## config.mk

```make
export PLATFORM = sky130hd
export DESIGN_NAME = msb_first_bit_packer
export DESIGN_NICKNAME = d
export VERILOG_FILES = /design/src/sv/msbp_pkg.sv /design/src/sv/msbp_core.sv /design/src/sv/msbp_out_buf.sv /design/src/sv/msb_first_bit_packer.sv
export SDC_FILE = /design/constraint.sdc
export NUM_CORES = 1
export LEC_CHECK = 0
export ABC_AREA = 1
export ABC_CLOCK_PERIOD_IN_PS = 6500
export CAP_MARGIN = 20
export CORE_MARGIN = 1.5
export CORE_UTILIZATION = 35
export DETAILED_ROUTE_END_ITERATION = 16
export DONT_BUFFER_PORTS = 1
export SLEW_MARGIN = 0
export SYNTH_ARGS = -nofsm -noshare
export SYNTH_HDL_FRONTEND = slang
export SYNTH_SLANG_ARGS = --single-unit
export TNS_END_PERCENT = 20
```

## constraint.sdc

```tcl
create_clock -name clock -period 6.5 [get_ports clock]
set_input_delay 1.3 -clock clock [delete_from_list [all_inputs] [get_ports clock]]
set_output_delay 1.3 -clock clock [all_outputs]
set_load 0.02 [all_outputs]
```

## src/sv/msbp_pkg.sv

```systemverilog
// Shared constants and types for the MSB-first bit packer.
`timescale 1ns / 1ps
package msbp_pkg;
   localparam int WORD_WIDTH = 32;
   localparam int WORD_BYTES = WORD_WIDTH / 8;
   localparam int HELD_WIDTH = $clog2(WORD_WIDTH);
   localparam int LEN_WIDTH = 6;
   localparam int BYTE_CNT_WIDTH = 16;
   localparam int WORDS_WIDTH = 14;
   localparam int WB_WIDTH = 3;
   localparam int CSR_ADDR_WIDTH = 2;

   localparam logic FUNC_PUT = 1'b0;
   localparam logic FUNC_FLUSH = 1'b1;

   localparam logic [CSR_ADDR_WIDTH-1:0] CSR_OUTPUT_LIMIT = 2'd0;
   localparam logic [BYTE_CNT_WIDTH-1:0] LIMIT_RESET = 16'hFFFF;

   typedef struct packed {
      logic [WORD_WIDTH-1:0]     packed_word;
      logic [WB_WIDTH-1:0]       word_bytes;
      logic [BYTE_CNT_WIDTH-1:0] total_bytes;
      logic                      is_final;
      logic                      overflow;
   } rsp_type;
endpackage

```

## src/sv/msbp_core.sv

```systemverilog
// Packing datapath: accumulator, bit count, word count and result formation.
`timescale 1ns / 1ps
module msbp_core (
   input  logic                              clock,
   input  logic                              reset,
   input  logic                              accept,
   input  logic                              func,
   input  logic [msbp_pkg::WORD_WIDTH-1:0]   field_value,
   input  logic [msbp_pkg::LEN_WIDTH-1:0]    field_length,
   input  logic [msbp_pkg::BYTE_CNT_WIDTH-1:0] limit,
   output logic                              res_valid,
   output msbp_pkg::rsp_type                 res
);
   import msbp_pkg::*;

   logic [WORD_WIDTH-1:0]  acc_ff, acc_in;
   logic [HELD_WIDTH-1:0]  held_ff, held_in;
   logic [WORDS_WIDTH-1:0] words_ff, words_in;

   logic [LEN_WIDTH-1:0]      len_sat;
   logic [WORD_WIDTH-1:0]     value_masked;
   logic [LEN_WIDTH-1:0]      filled;
   logic [LEN_WIDTH-1:0]      shift_amt;
   logic [2*WORD_WIDTH-1:0]   shifted;
   logic [2*WORD_WIDTH-1:0]   combined;
   logic                      full;
   logic                      put_active;
   logic [BYTE_CNT_WIDTH-1:0] used;
   logic [WB_WIDTH-1:0]       part_bytes;
   logic [BYTE_CNT_WIDTH:0]   total_part;
   logic [BYTE_CNT_WIDTH:0]   total_full;
   logic                      fits_part;
   logic                      fits_full;

   always_comb begin
      if (field_length > LEN_WIDTH'(WORD_WIDTH)) begin
         len_sat = LEN_WIDTH'(WORD_WIDTH);
      end else begin
         len_sat = field_length;
      end
      value_masked = field_value & ({WORD_WIDTH{1'b1}} >> (LEN_WIDTH'(WORD_WIDTH) - len_sat));
      filled = LEN_WIDTH'(held_ff) + len_sat;
      // place the field just below the bits already held in a double-width window
      shift_amt = LEN_WIDTH'((LEN_WIDTH + 1)'(2 * WORD_WIDTH) - (LEN_WIDTH + 1)'(filled));
      shifted = {{WORD_WIDTH{1'b0}}, value_masked} << shift_amt;
      combined = {acc_ff, {WORD_WIDTH{1'b0}}} | shifted;
      full = filled >= LEN_WIDTH'(WORD_WIDTH);
      put_active = accept && (func == FUNC_PUT) && (field_length != '0);

      used = {words_ff, 2'b00};
      part_bytes = WB_WIDTH'((LEN_WIDTH'(held_ff) + LEN_WIDTH'(7)) >> 3);
      total_part = {1'b0, used} + (BYTE_CNT_WIDTH + 1)'(part_bytes);
      total_full = {1'b0, used} + (BYTE_CNT_WIDTH + 1)'(WORD_BYTES);
      fits_part = total_part <= {1'b0, limit};
      fits_full = total_full <= {1'b0, limit};

      acc_in = acc_ff;
      held_in = held_ff;
      words_in = words_ff;
      res_valid = 1'b0;
      res = '0;

      if (accept && func == FUNC_FLUSH) begin
         res_valid = 1'b1;
         res.is_final = 1'b1;
         res.total_bytes = used;
         if (part_bytes != '0) begin
            if (fits_part) begin
               res.packed_word = acc_ff;
               res.word_bytes = part_bytes;
               res.total_bytes = total_part[BYTE_CNT_WIDTH-1:0];
            end else begin
               res.overflow = 1'b1;
            end
         end
         acc_in = '0;
         held_in = '0;
         words_in = '0;
      end else if (put_active) begin
         // tail bits past the word boundary equal the low bits of filled
         held_in = filled[HELD_WIDTH-1:0];
         if (full) begin
            acc_in = combined[WORD_WIDTH-1:0];
            res_valid = 1'b1;
            if (fits_full) begin
               res.packed_word = combined[2*WORD_WIDTH-1:WORD_WIDTH];
               res.word_bytes = WB_WIDTH'(WORD_BYTES);
               words_in = words_ff + 1'b1;
            end else begin
               res.overflow = 1'b1;
            end
         end else begin
            acc_in = combined[2*WORD_WIDTH-1:WORD_WIDTH];
         end
      end
   end

   always_ff @(posedge clock) begin
      if (reset) begin
         acc_ff <= '0;
         held_ff <= '0;
         words_ff <= '0;
      end else begin
         acc_ff <= acc_in;
         held_ff <= held_in;
         words_ff <= words_in;
      end
   end
endmodule

```

## src/sv/msbp_out_buf.sv

```systemverilog
// Two-entry result buffer: output register plus skid register.
`timescale 1ns / 1ps
module msbp_out_buf (
   input  logic              clock,
   input  logic              reset,
   input  logic              in_valid,
   input  msbp_pkg::rsp_type in_data,
   output logic              busy,
   output logic              out_valid,
   output msbp_pkg::rsp_type out_data,
   input  logic              out_stall
);
   import msbp_pkg::*;

   logic    main_valid_ff, main_valid_in;
   logic    skid_valid_ff, skid_valid_in;
   rsp_type main_ff, main_in;
   rsp_type skid_ff, skid_in;
   logic    take;

   always_comb begin
      take = main_valid_ff && !out_stall;
      main_valid_in = main_valid_ff;
      skid_valid_in = skid_valid_ff;
      main_in = main_ff;
      skid_in = skid_ff;
      if (skid_valid_ff) begin
         // input is held off while the skid entry is occupied
         if (take) begin
            main_in = skid_ff;
            skid_valid_in = 1'b0;
         end
      end else if (in_valid) begin
         if (!main_valid_ff || take) begin
            main_in = in_data;
            main_valid_in = 1'b1;
         end else begin
            skid_in = in_data;
            skid_valid_in = 1'b1;
         end
      end else if (take) begin
         main_valid_in = 1'b0;
      end
   end

   always_ff @(posedge clock) begin
      if (reset) begin
         main_valid_ff <= 1'b0;
         skid_valid_ff <= 1'b0;
      end else begin
         main_valid_ff <= main_valid_in;
         skid_valid_ff <= skid_valid_in;
      end
      main_ff <= main_in;
      skid_ff <= skid_in;
   end

   assign busy = skid_valid_ff;
   assign out_valid = main_valid_ff;
   assign out_data = main_ff;
endmodule

```

## src/sv/msb_first_bit_packer.sv

```systemverilog
// Top level of the MSB-first bit packer: channels, register port, submodules.
// Usage:
//  - req channel: func selects put (append field_length low bits of field_value
//    after those held) or flush (emit the partial word, report total bytes).
//  - rsp channel: one result per transaction that fills a word, and one per flush;
//    a put that fills no word gives no result.
//  - csr port: APB-style, register output_limit_bytes at byte address 0.
//  - Output: each result is registered in the output buffer before it appears on rsp.
//  - Throughput: one req transaction per cycle while req_stall is low; the accumulator update is a
//    single shift and OR over a 64-bit window plus one compare against the limit.
//  - A word that would exceed output_limit_bytes is dropped, flagged by overflow.
//  - Reset: accumulator and counters clear, limit returns to 65535, rsp empties.
//  - Stall: a result waits in the output register while rsp_stall is high; one
//    more result can be absorbed in a skid register, after which req_stall rises
//    until the receiver takes a result.
`timescale 1ns / 1ps
module msb_first_bit_packer (
   input  logic                                 clock,
   input  logic                                 reset,
   input  logic                                 req_valid,
   output logic                                 req_stall,
   input  logic                                 req_func,
   input  logic [msbp_pkg::WORD_WIDTH-1:0]      req_field_value,
   input  logic [msbp_pkg::LEN_WIDTH-1:0]       req_field_length,
   output logic                                 rsp_valid,
   input  logic                                 rsp_stall,
   output logic [msbp_pkg::WORD_WIDTH-1:0]      rsp_packed_word,
   output logic [msbp_pkg::WB_WIDTH-1:0]        rsp_word_bytes,
   output logic [msbp_pkg::BYTE_CNT_WIDTH-1:0]  rsp_total_bytes,
   output logic                                 rsp_is_final,
   output logic                                 rsp_overflow,
   input  logic                                 csr_psel,
   input  logic                                 csr_penable,
   input  logic                                 csr_pwrite,
   input  logic [msbp_pkg::CSR_ADDR_WIDTH-1:0]  csr_paddr,
   input  logic [31:0]                          csr_pwdata,
   output logic [31:0]                          csr_prdata,
   output logic                                 csr_pready
);
   import msbp_pkg::*;

   logic [BYTE_CNT_WIDTH-1:0] limit_ff, limit_in;
   logic    accept;
   logic    res_valid;
   rsp_type res;
   rsp_type out_data;
   logic    busy;

   assign csr_pready = 1'b1;

   always_comb begin
      limit_in = limit_ff;
      if (csr_psel && csr_penable && csr_pwrite && csr_paddr == CSR_OUTPUT_LIMIT) begin
         limit_in = csr_pwdata[BYTE_CNT_WIDTH-1:0];
      end
      if (csr_paddr == CSR_OUTPUT_LIMIT) begin
         csr_prdata = {{(32 - BYTE_CNT_WIDTH){1'b0}}, limit_ff};
      end else begin
         csr_prdata = '0;
      end
   end

   always_ff @(posedge clock) begin
      if (reset) begin
         limit_ff <= LIMIT_RESET;
      end else begin
         limit_ff <= limit_in;
      end
   end

   assign req_stall = busy;
   assign accept = req_valid && !busy;

   msbp_core u_core (
      .clock        (clock),
      .reset        (reset),
      .accept       (accept),
      .func         (req_func),
      .field_value  (req_field_value),
      .field_length (req_field_length),
      .limit        (limit_ff),
      .res_valid    (res_valid),
      .res          (res)
   );

   msbp_out_buf u_out_buf (
      .clock     (clock),
      .reset     (reset),
      .in_valid  (res_valid),
      .in_data   (res),
      .busy      (busy),
      .out_valid (rsp_valid),
      .out_data  (out_data),
      .out_stall (rsp_stall)
   );

   assign rsp_packed_word = out_data.packed_word;
   assign rsp_word_bytes = out_data.word_bytes;
   assign rsp_total_bytes = out_data.total_bytes;
   assign rsp_is_final = out_data.is_final;
   assign rsp_overflow = out_data.overflow;
endmodule
```

Word-level counts from Yosys, hierarchy flattened
Index checks and enable logic that the tools add are counted.

word-level totals
  logic and storage cells = 89
  flip-flop bits (word level) = 175

cells by class
  reductions and logical operators = 23
  shifts and indexed selects = 2
  add/sub/neg operators = 7
  equal/unequal tests = 2
  $lt $le $gt $ge = 4
  multiplexer cells = 30
  bitwise operators = 5

operators with widths
  cell                                                      number
  two-way mux 53 bit                                        4
  two-way mux 35 bit                                        4
  two-way mux 51 bit                                        2
  OR 64 bit                                                 1
  left shift 32 x 6 -> 64 bit                               1
  <= comparator 17 x 16 -> 1 bit                            2
  bitwise AND 32 bit                                        1
  two-way mux 32 bit                                        1
  right shift 32 x 6 -> 32 bit, first input constant        1
  adder 16 x 3 -> 17 bit                                    1
  adder 16 x 3 -> 17 bit, second input constant             1
  two-way mux 17 bit                                        1
  two-way mux 1 bit                                         16
  two-way mux 16 bit                                        1
  adder 14 x 1 -> 14 bit, second input constant             1
  AND reduction 3 bit                                       4
  logical AND 1 bit                                         8
  adder 5 x 3 -> 6 bit, second input constant               1
  adder 5 x 6 -> 6 bit                                      1
  greater-or-equal comparator 6 bit, second input constant  1
  greater-than comparator 6 bit, second input constant      1
  two-way mux 6 bit                                         1
  nonzero test 2 bit                                        3
  nonzero test 6 bit                                        1
  10 further kinds                                          14

Longest topological paths before layout
Gate-level depths: netlist of the first run.

  depth after elaboration = 14
  mapped depth = 23
  depth with buffers taken out = 23

Hierarchy
Synthesis of the first run repeated with hierarchy kept, for this count alone.

second synthesis, totals
  cell total of the unflattened synthesis = 1808
  area, all modules = 12655.9 sq um

by module, submodules not included
  module                area an instance (sq um)  cells each  times used
  msbp_core             7785.0                    1383        1
  msbp_out_buf          3977.6                    296         1
  msb_first_bit_packer  893.4                     129         1

Worst setup path before layout of the first run
Ideal clock, no wire load.

  path kind = in2reg
  start = in req_field_length[4] (netlist name)
  end = reg u_out_buf.skid_ff[0] (netlist name) (enable)
  arrival time = 5.156 ns
  stages on the path = 17
  slack = 0.882 ns
  required time = 6.038 ns
  cells stage by stage = nor2_1 > nand3_2 > nand2_2 > nand2_1 > inv_1 > ha_1 > nand2_1 > inv_1 > nand2_1 > nand3_1 > xor2_1 > inv_2 > nor2_1 > inv_1 > nand2_1 > inv_1 > nor2_1

on the way
  word-level cells in the longest chain between the ends = 8
  elaborated cells on any way between the ends = 10

RTL lines
  what                               RTL line                    text
  start: declaration                 msb_first_bit_packer.sv:24  input logic [msbp_pkg::LEN_WIDTH-1:0] req_field_length,
  greater-than comparator 6 bit      msbp_core.sv:36             if (field_length > LEN_WIDTH'(WORD_WIDTH)) begin
  two-way mux 6 bit                  msbp_core.sv:36
  adder 5 x 6 -> 6 bit               msbp_core.sv:42             filled = LEN_WIDTH'(held_ff) + len_sat;
  greater-or-equal comparator 6 bit  msbp_core.sv:47             full = filled >= LEN_WIDTH'(WORD_WIDTH);
  two-way mux 1 bit                  msbp_core.sv:82             if (full) begin
  two-way mux 1 bit *                msbp_core.sv:79             end else if (put_active) begin
  two-way mux 1 bit *                msbp_core.sv:63             if (accept && func == FUNC_FLUSH) begin
  AND reduction 3 bit (no line) *    --
  end signal: assignment             msbp_out_buf.sv:55          skid_ff <= skid_in;
  end: declaration                   msbp_out_buf.sv:18          rsp_type skid_ff, skid_in;

Mark *: on every way between the ends. The rest lies on a longest branch, timed or not.
A chain may end at the register's enable or synchronous reset.

==> results.toml, run 1 <==
[logic_synthesis]
syn_area_um2 = 12200
synth_flop_cell = "edfxtp_1"
synth_edf_count = 102
yosys.cell_count.top_type = "nand2_1"
yosys.area.top_type_share_pct = 25.2
synth-simple-area-share_pct = 37.1
synth_compound_area_share_pct = 9.09
avgSynthCellArea_um2 = 7.01
synth_top_family_by_area = "simple AND/OR/NAND/NOR gates"
synthAdderAreaFrac_pct = 4.49
ys_ff_latch = 171
yosys.area.top_type = "edfxtp_1"
ys_warn_count = 0
synthTopCellsByCount = "438 x nand2_1, 365 x nand3_1, 173 x inv_1, 102 x edfxtp_1, 95 x a21oi_1"
seq_area_frac_synth_pct = 36.6
synth.distinct_cells = 47
synth.top_cells.by_area = "edfxtp_1 25%, nand3_1 15%, nand2_1 14%"
synthCells = 1733
synthMuxAreaShare_pct = 0
ys_async_sr_fraction_pct = 0
synthXorXnorAreaFrac_pct = 2.35

[floorplan]
design.core.area_um2 = 34400
start_util_pct = 35.4
fp.dieH_um = 189
die_area_um2 = 35800
ioPinCount = 168
rows = 68
die_w_um = 189

[clock_network]
cts_made_buffers = 17
clock_sinks = 171
cts_hold_buf = 0
cts_resized = 0
clk_pin_slew_ns = 0.07
insertion_delay_ns = 0.45
cts_root_buffer = "clkbuf_16"
cts.path.max_buffers = 2
cts_setup_buffers = 0
ctsHtreeMaxLevel = 4
cts_tree = "done"

[power]
p_per_area_nw_per_um2 = 286
p_int_w = 0.00214
power_w = 0.00372
p_comb_share_pct = 37.1
p_seq_share_pct = 34.8
power_frac_clock_pct = 28.1
ir_drop_mv = 0.172
swShare_pct = 42.5
p_leak_nw = 6.04
power.switching_w = 0.00158

[worst_setup_path]
r2r_end = "u_out_buf.out_data[4]"
rr_startpoint = "u_core.held_ff[1]"
crit_required_ns = 6.69
crit_fanout = 17
worstSetupPathType = "in -> reg"
crit_chain = "inv_2, nand2_2, inv_2, ha_1, fa_1, nand2_1, nand2_1, nor3_1, nand2_1, nor2_1, inv_2, nand2_2, nand2_2, inv_2, nor2_2, inv_1, o21bai_1, nand3b_1, nand2_1, nand3_1"
crit_path_start_kind = "primary input"
critical_path_arrival_ns = 5.13
startpoint = "req_field_length[5]"
slowest_stage = "fa_1"
cp_top_family = "simple AND/OR/NAND/NOR gates"
path_buf_inv = 5
reg2reg_depth = 20
crit_path_max_incr_delay_ns = 0.42
cp-end-kind = "flip-flop"
r2r_setup_slack_ns = 2.25

[min_path]
hp-class = "reg -> reg"
worst_hold_path.endpoint = "u_core.acc_ff[31]"
min-delay-start = "u_core.acc_ff[31]"
hold_depth = 2

[global_routing]
grt_antenna_before_repair = 0
grt_pass1_vias = 10419
grt_pass1_wl_mm = 61.2
grt_usage_pct = 21.9
grt_max_degree = 54
overflow = 0

[routing]
wire_per_inst_um = 18.4
drc = 0
antenna_left = 0
vias_per_cell = 5.41
firstDrtPassIters = 5
routed_wl_mm = 39.5
num_vias = 11618
drt-initial-drc-count = 1269

[sta]
max_freq_mhz = 203
slew_violations = 0
skew_ns = 0.0148
rsz0062_at_grt = "no"
worst_pin_slew_ns = 0.864
finalSetupViolations = 0
max-slew-margin-rel_pct = 42.3
tns_ns = 0
hold_violations = 0
period_minus_slack_ns = 4.94
period_share_pct = 75.9

[placed_design]
io_buffers = 0
place.detailed.hpwl_mm = 29.6
gp_congestion = 0.945

[final_layout]
nNetsFinal = 1801
num-fill-cells = 3693
multi_input_area_um2 = 6540
seq_area_um2 = 4450
diodes = 0
fin_util_pct = 37.9
synthToLayoutAreaGrowth_pct = 7.07
drive_above_1_share_pct = 5.85

[run_status]
status = "complete, no violations"

[flow_run]
cap_viol_max_count = 0
per-layer routing:
| layer | vias to the layer above | global-route usage, % | part of all wire (%) |
|---|---|---|---|
| met3 | 41 | 3.76 | 7.3 |
| met1 | 5400 | 33.9 | 50 |
| li1 | 5727 | - | - |
| met5 | - | 0 | 0 |
| met4 | 0 | 5.89 | 1.7 |
| met2 | 450 | 30.8 | 41 |
state kept, by name, summed over array words and instances (netlist names):
name / flops
u_out_buf.out_data: 51
u_core.words_ff: 14
limit_ff: 16
u_core.held_ff: 5
u_out_buf.out_valid: 1
u_out_buf.skid_ff: 51
u_out_buf.busy: 1
u_core.acc_ff: 32
through the flow:
step | instance area [um2] | hold WS [ns] | worst slack, ns | std cells
2_1_floorplan | 12200 | 0.453 | 0.882 | 1748
3_3_place_gp | 12400 | 0.469 | 1.30 | 2114
3_5_place_dp | 12400 | 0.467 | 1.23 | 2114
4_1_cts | 13000 | 0.478 | 1.70 | 2146
5_1_grt | 13000 | 0.519 | 1.35 | 2146
6_report | 13000 | 0.480 | 1.56 | 2146
cells by family (layout without fill, tap and decap cells):
| group | after synthesis | in the layout |
|---|---|---|
| AO/OA/AOI/OAI | 207 | 207 |
| XOR/XNOR | 30 | 30 |
| adder cells (fa/ha/maj) | 43 | 43 |
| buffers and inverters | 293 | 236 |
| flip-flops | 171 | 171 |
| other | 2 | 17 |
| AND/OR/NAND/NOR | 987 | 987 |
worst max path at each step:
stage / endpoint / slack (ns) / cells after the start
2_1_floorplan: u_out_buf.skid_ff[0] / 0.88 / 17
3_3_place_gp: u_out_buf.out_data[32] / 1.30 / 20
3_5_place_dp: u_out_buf.out_data[32] / 1.23 / 20
4_1_cts: u_out_buf.out_data[32] / 1.70 / 20
5_1_grt: u_out_buf.out_data[32] / 1.35 / 20
6_report: u_out_buf.out_data[32] / 1.56 / 20
cell usage in the layout, fill, tap and decap left out, types with 3 or more instances in the layout:
master,instances
nor2_1,73
xor2_1,25
xnor2_2,3
nand3_1,365
clkbuf_16,19
nor2_2,4
conb_1,17
nand4_1,61
nor4_1,4
nand2_1,438
clkinv_4,3
o21ai_1,9
o211ai_1,19
nand2_2,11
nor3_1,10
dfxtp_1,68
nand3_2,7
inv_8,3
buf_4,18
inv_6,4
inv_1,172
edfxtp_1,102
nor2_4,3
o21bai_1,3
o21ai_0,75
ha_1,42
inv_2,10
a21oi_1,95
power groups by stage:
stage | Combinational [W] | Sequential, W | Clock (W)
6_report | 0.00138 | 0.00129 | 0.00105
5_1_grt | 0.00152 | 0.00130 | 0.00111
4_1_cts | 0.00135 | 0.00129 | 0.00107
3_5_place_dp | 0.00134 | 0.00132 | 0
3_3_place_gp | 0.00134 | 0.00132 | 0
2_1_floorplan | 0.000999 | 0.00130 | 0
tightest hold or removal path: stages, from the launching register on:
cell and delay, ns:
dfxtp_1 0.32, nand2_1 0.06, a21oi_1 0.05
area by class of cell:
class	instances	share of cell area (%)
sequential	171	34.2
clock inverter	12	0.904
inverter	184	5.31
timing repair buffer	20	1.35
tap	455	4.37
multi-input combinational	1284	50.2
clock buffer	20	3.68
Note: power is estimated with default switching activity, not from simulation.
==> run 2: changes to the inputs <==
- ABC_CLOCK_PERIOD_IN_PS: 6500 -> 4050
- clock period: 6.5 -> 4.05 ns (I/O delays scaled with it)
==> run 2 against run 1 <==
Register-to-register slack got worse by 2.0 ns. Sequential share of layout area down 1.3 points. Clock skew grew 0.0012 ns. Die area is the same. Routed wire length up 0.92%. First-iteration DRC count up 1.4%. Non-clock buffer count up 36. Cell count up 1.7%.
==> results.toml, run 2 (same netlist as run 1, synthesis figures left out) <==
[run_status]
status = "complete, no violations"

[placed_design]
gp_congestion = 0.948
postPlaceCellArea_um2 = 12800
place_inst = 2146
io_buffers = 0
place.detailed.hpwl_mm = 30.0

[power]
ir_drop_mv = 0.337
p_seq_share_pct = 33.4
swShare_pct = 40.8
p_per_area_nw_per_um2 = 459
p_leak_nw = 6.28
p_int_w = 0.00367
power_frac_clock_pct = 28.6
p_comb_share_pct = 38.0
power.switching_w = 0.00254

[sta]
hold_violations = 0
tns_ns = 0
finalSetupViolations = 0
slew_violations = 0
period_share_pct = 93.7
timing.hold.ws_ns = 0.411
period_minus_slack_ns = 3.80
worst_pin_slew_ns = 0.886
skew_ns = 0.0160
max_freq_mhz = 263
max-slew-margin-rel_pct = 40.9

[routing]
drc = 0
antenna_left = 0
drt-initial-drc-count = 1287
firstDrtPassIters = 5
wire_per_inst_um = 18.3
vias_per_cell = 5.41
routed_wl_mm = 39.9
num_vias = 11811

[global_routing]
grt_pass1_wl_mm = 61.8
grt_max_degree = 54
grt_antenna_before_repair = 0
overflow = 0
grt_usage_pct = 22.3
grt_pass1_vias = 10644

[floorplan]
ioPinCount = 168
design.core.area_um2 = 34400
die_area_um2 = 35800
fp.dieH_um = 189
die_w_um = 189
rows = 68
start_util_pct = 35.4

[clock_network]
cts_hold_buf = 0
clk_pin_slew_ns = 0.08
cts.path.max_buffers = 2
cts_made_buffers = 17
clock_sinks = 171
ctsHtreeMaxLevel = 4
insertion_delay_ns = 0.45
cts_root_buffer = "clkbuf_16"
cts_tree = "done"

[worst_setup_path]
critical_path_arrival_ns = 3.97
r2r_end = "u_out_buf.out_data[26]"
crit_fanout = 9
worstSetupPathType = "reg -> reg"
rr_startpoint = "u_core.held_ff[0]"
cp-end-kind = "flip-flop"
crit_path_start_kind = "flip-flop"
r2r_setup_slack_ns = 0.25
crit_required_ns = 4.22
reg2reg_depth = 22

[flow_run]
cap_viol_max_count = 0

[final_layout]
postLayoutCellArea_um2 = 13500
multi_input_area_um2 = 6570
seq_area_um2 = 4450
fin_util_pct = 39.3
synthToLayoutAreaGrowth_pct = 11.3
nNetsFinal = 1837
layout_commonest_cell = "nand2_1"
final_cells = 2182
drive_above_1_share_pct = 8.22
final_cell_mix = "437 x nand2_1, 364 x nand3_1, 172 x inv_1"
num-fill-cells = 3666
diodes = 0

[min_path]
hp-class = "in -> reg"
worst_hold_path.endpoint = "u_out_buf.busy"
hold_depth = 1
min-delay-start = "reset"
==> run 2: cell types whose count changed in the layout (fill, tap and decap cells not counted), sizes merged <==
cell      before  now
inv          190  187
clkinv         6    3
bufinv         0    1
buf           20   55
clkbuf        20   25
clkinvlp       0    1
==> run 2: how the worst max path moves through the flow <==
stage                              from                endpoint  slack [ns]  depth (start not counted)
floorplan           req_field_length[4]   u_out_buf.out_data[0]       -0.01                         19
global placement    req_field_length[5]  u_out_buf.out_data[37]        0.07                         22
detailed placement    u_core.held_ff[0]  u_out_buf.out_data[37]       -0.02                         22
CTS                   u_core.held_ff[0]  u_out_buf.out_data[37]        0.10                         22
global route          u_core.held_ff[0]  u_out_buf.out_data[37]      -0.007                         21
finish                u_core.held_ff[0]  u_out_buf.out_data[26]        0.25                         22
==> run 2: critical path: stages (launching register included) <==
cell,delay [ns]
dfxtp_1,0.36
inv_1,0.08
a21oi_1,0.18
inv_1,0.11
nor2_4,0.13
ha_2,0.21
ha_1,0.18
nand3_2,0.11
inv_1,0.10
nand3_1,0.09
xor2_1,0.20
ha_1,0.33
nand4_1,0.16
nor2_2,0.19
nand3_1,0.08
o211ai_1,0.17
nand2_1,0.15
nand2_2,0.12
nor2_4,0.05
buf_12,0.15
clkbuf_16,0.16
nand2_1,0.09
nand3_1,0.10
==> run 2: area by class of cell <==
class	count	area share, %
Timing Repair Buffer	56	4.53
Clock inverter	8	0.666
Tap cell	455	4.21
Sequential cell	171	32.9
Multi-Input combinational cell	1284	48.6
Clock buffer	24	4.03
Inverter	184	5.11
==> run 2: per-layer routing <==
| layer | track usage, % | wire [um] | vias up |
|---|---|---|---|
| met4 | 8.03 | 1150 | 0 |
| met2 | 30.9 | 15900 | 502 |
| li1 | - | - | 5797 |
| met3 | 4.91 | 3500 | 56 |
| met5 | 0 | 0 | - |
| met1 | 33.3 | 19300 | 5456 |
==> run 2: through the flow <==
stage          worst slack, ns  power, W
3_5_place_dp           -0.0176   0.00440
6_report                 0.255   0.00621
3_3_place_gp            0.0685   0.00439
2_1_floorplan          -0.0109   0.00369
5_1_grt               -0.00672   0.00655
4_1_cts                  0.102   0.00618
==> run 2: power groups by stage <==
stage	Combinational [W]	Clock [W]	Sequential, W
3_3_place_gp	0.00228	0	0.00211
4_1_cts	0.00230	0.00181	0.00208
6_report	0.00236	0.00178	0.00207
2_1_floorplan	0.00160	0	0.00209
3_5_place_dp	0.00229	0	0.00212
5_1_grt	0.00260	0.00187	0.00208
==> run 2: repair_timing <==
action | in CTS | in global routing
gates resized for setup | 1 | 9
gates cloned | 0 | 1
pin swaps | 0 | 3
setup buffers | 0 | 3
endpoints found under the setup margin | 4 | 84
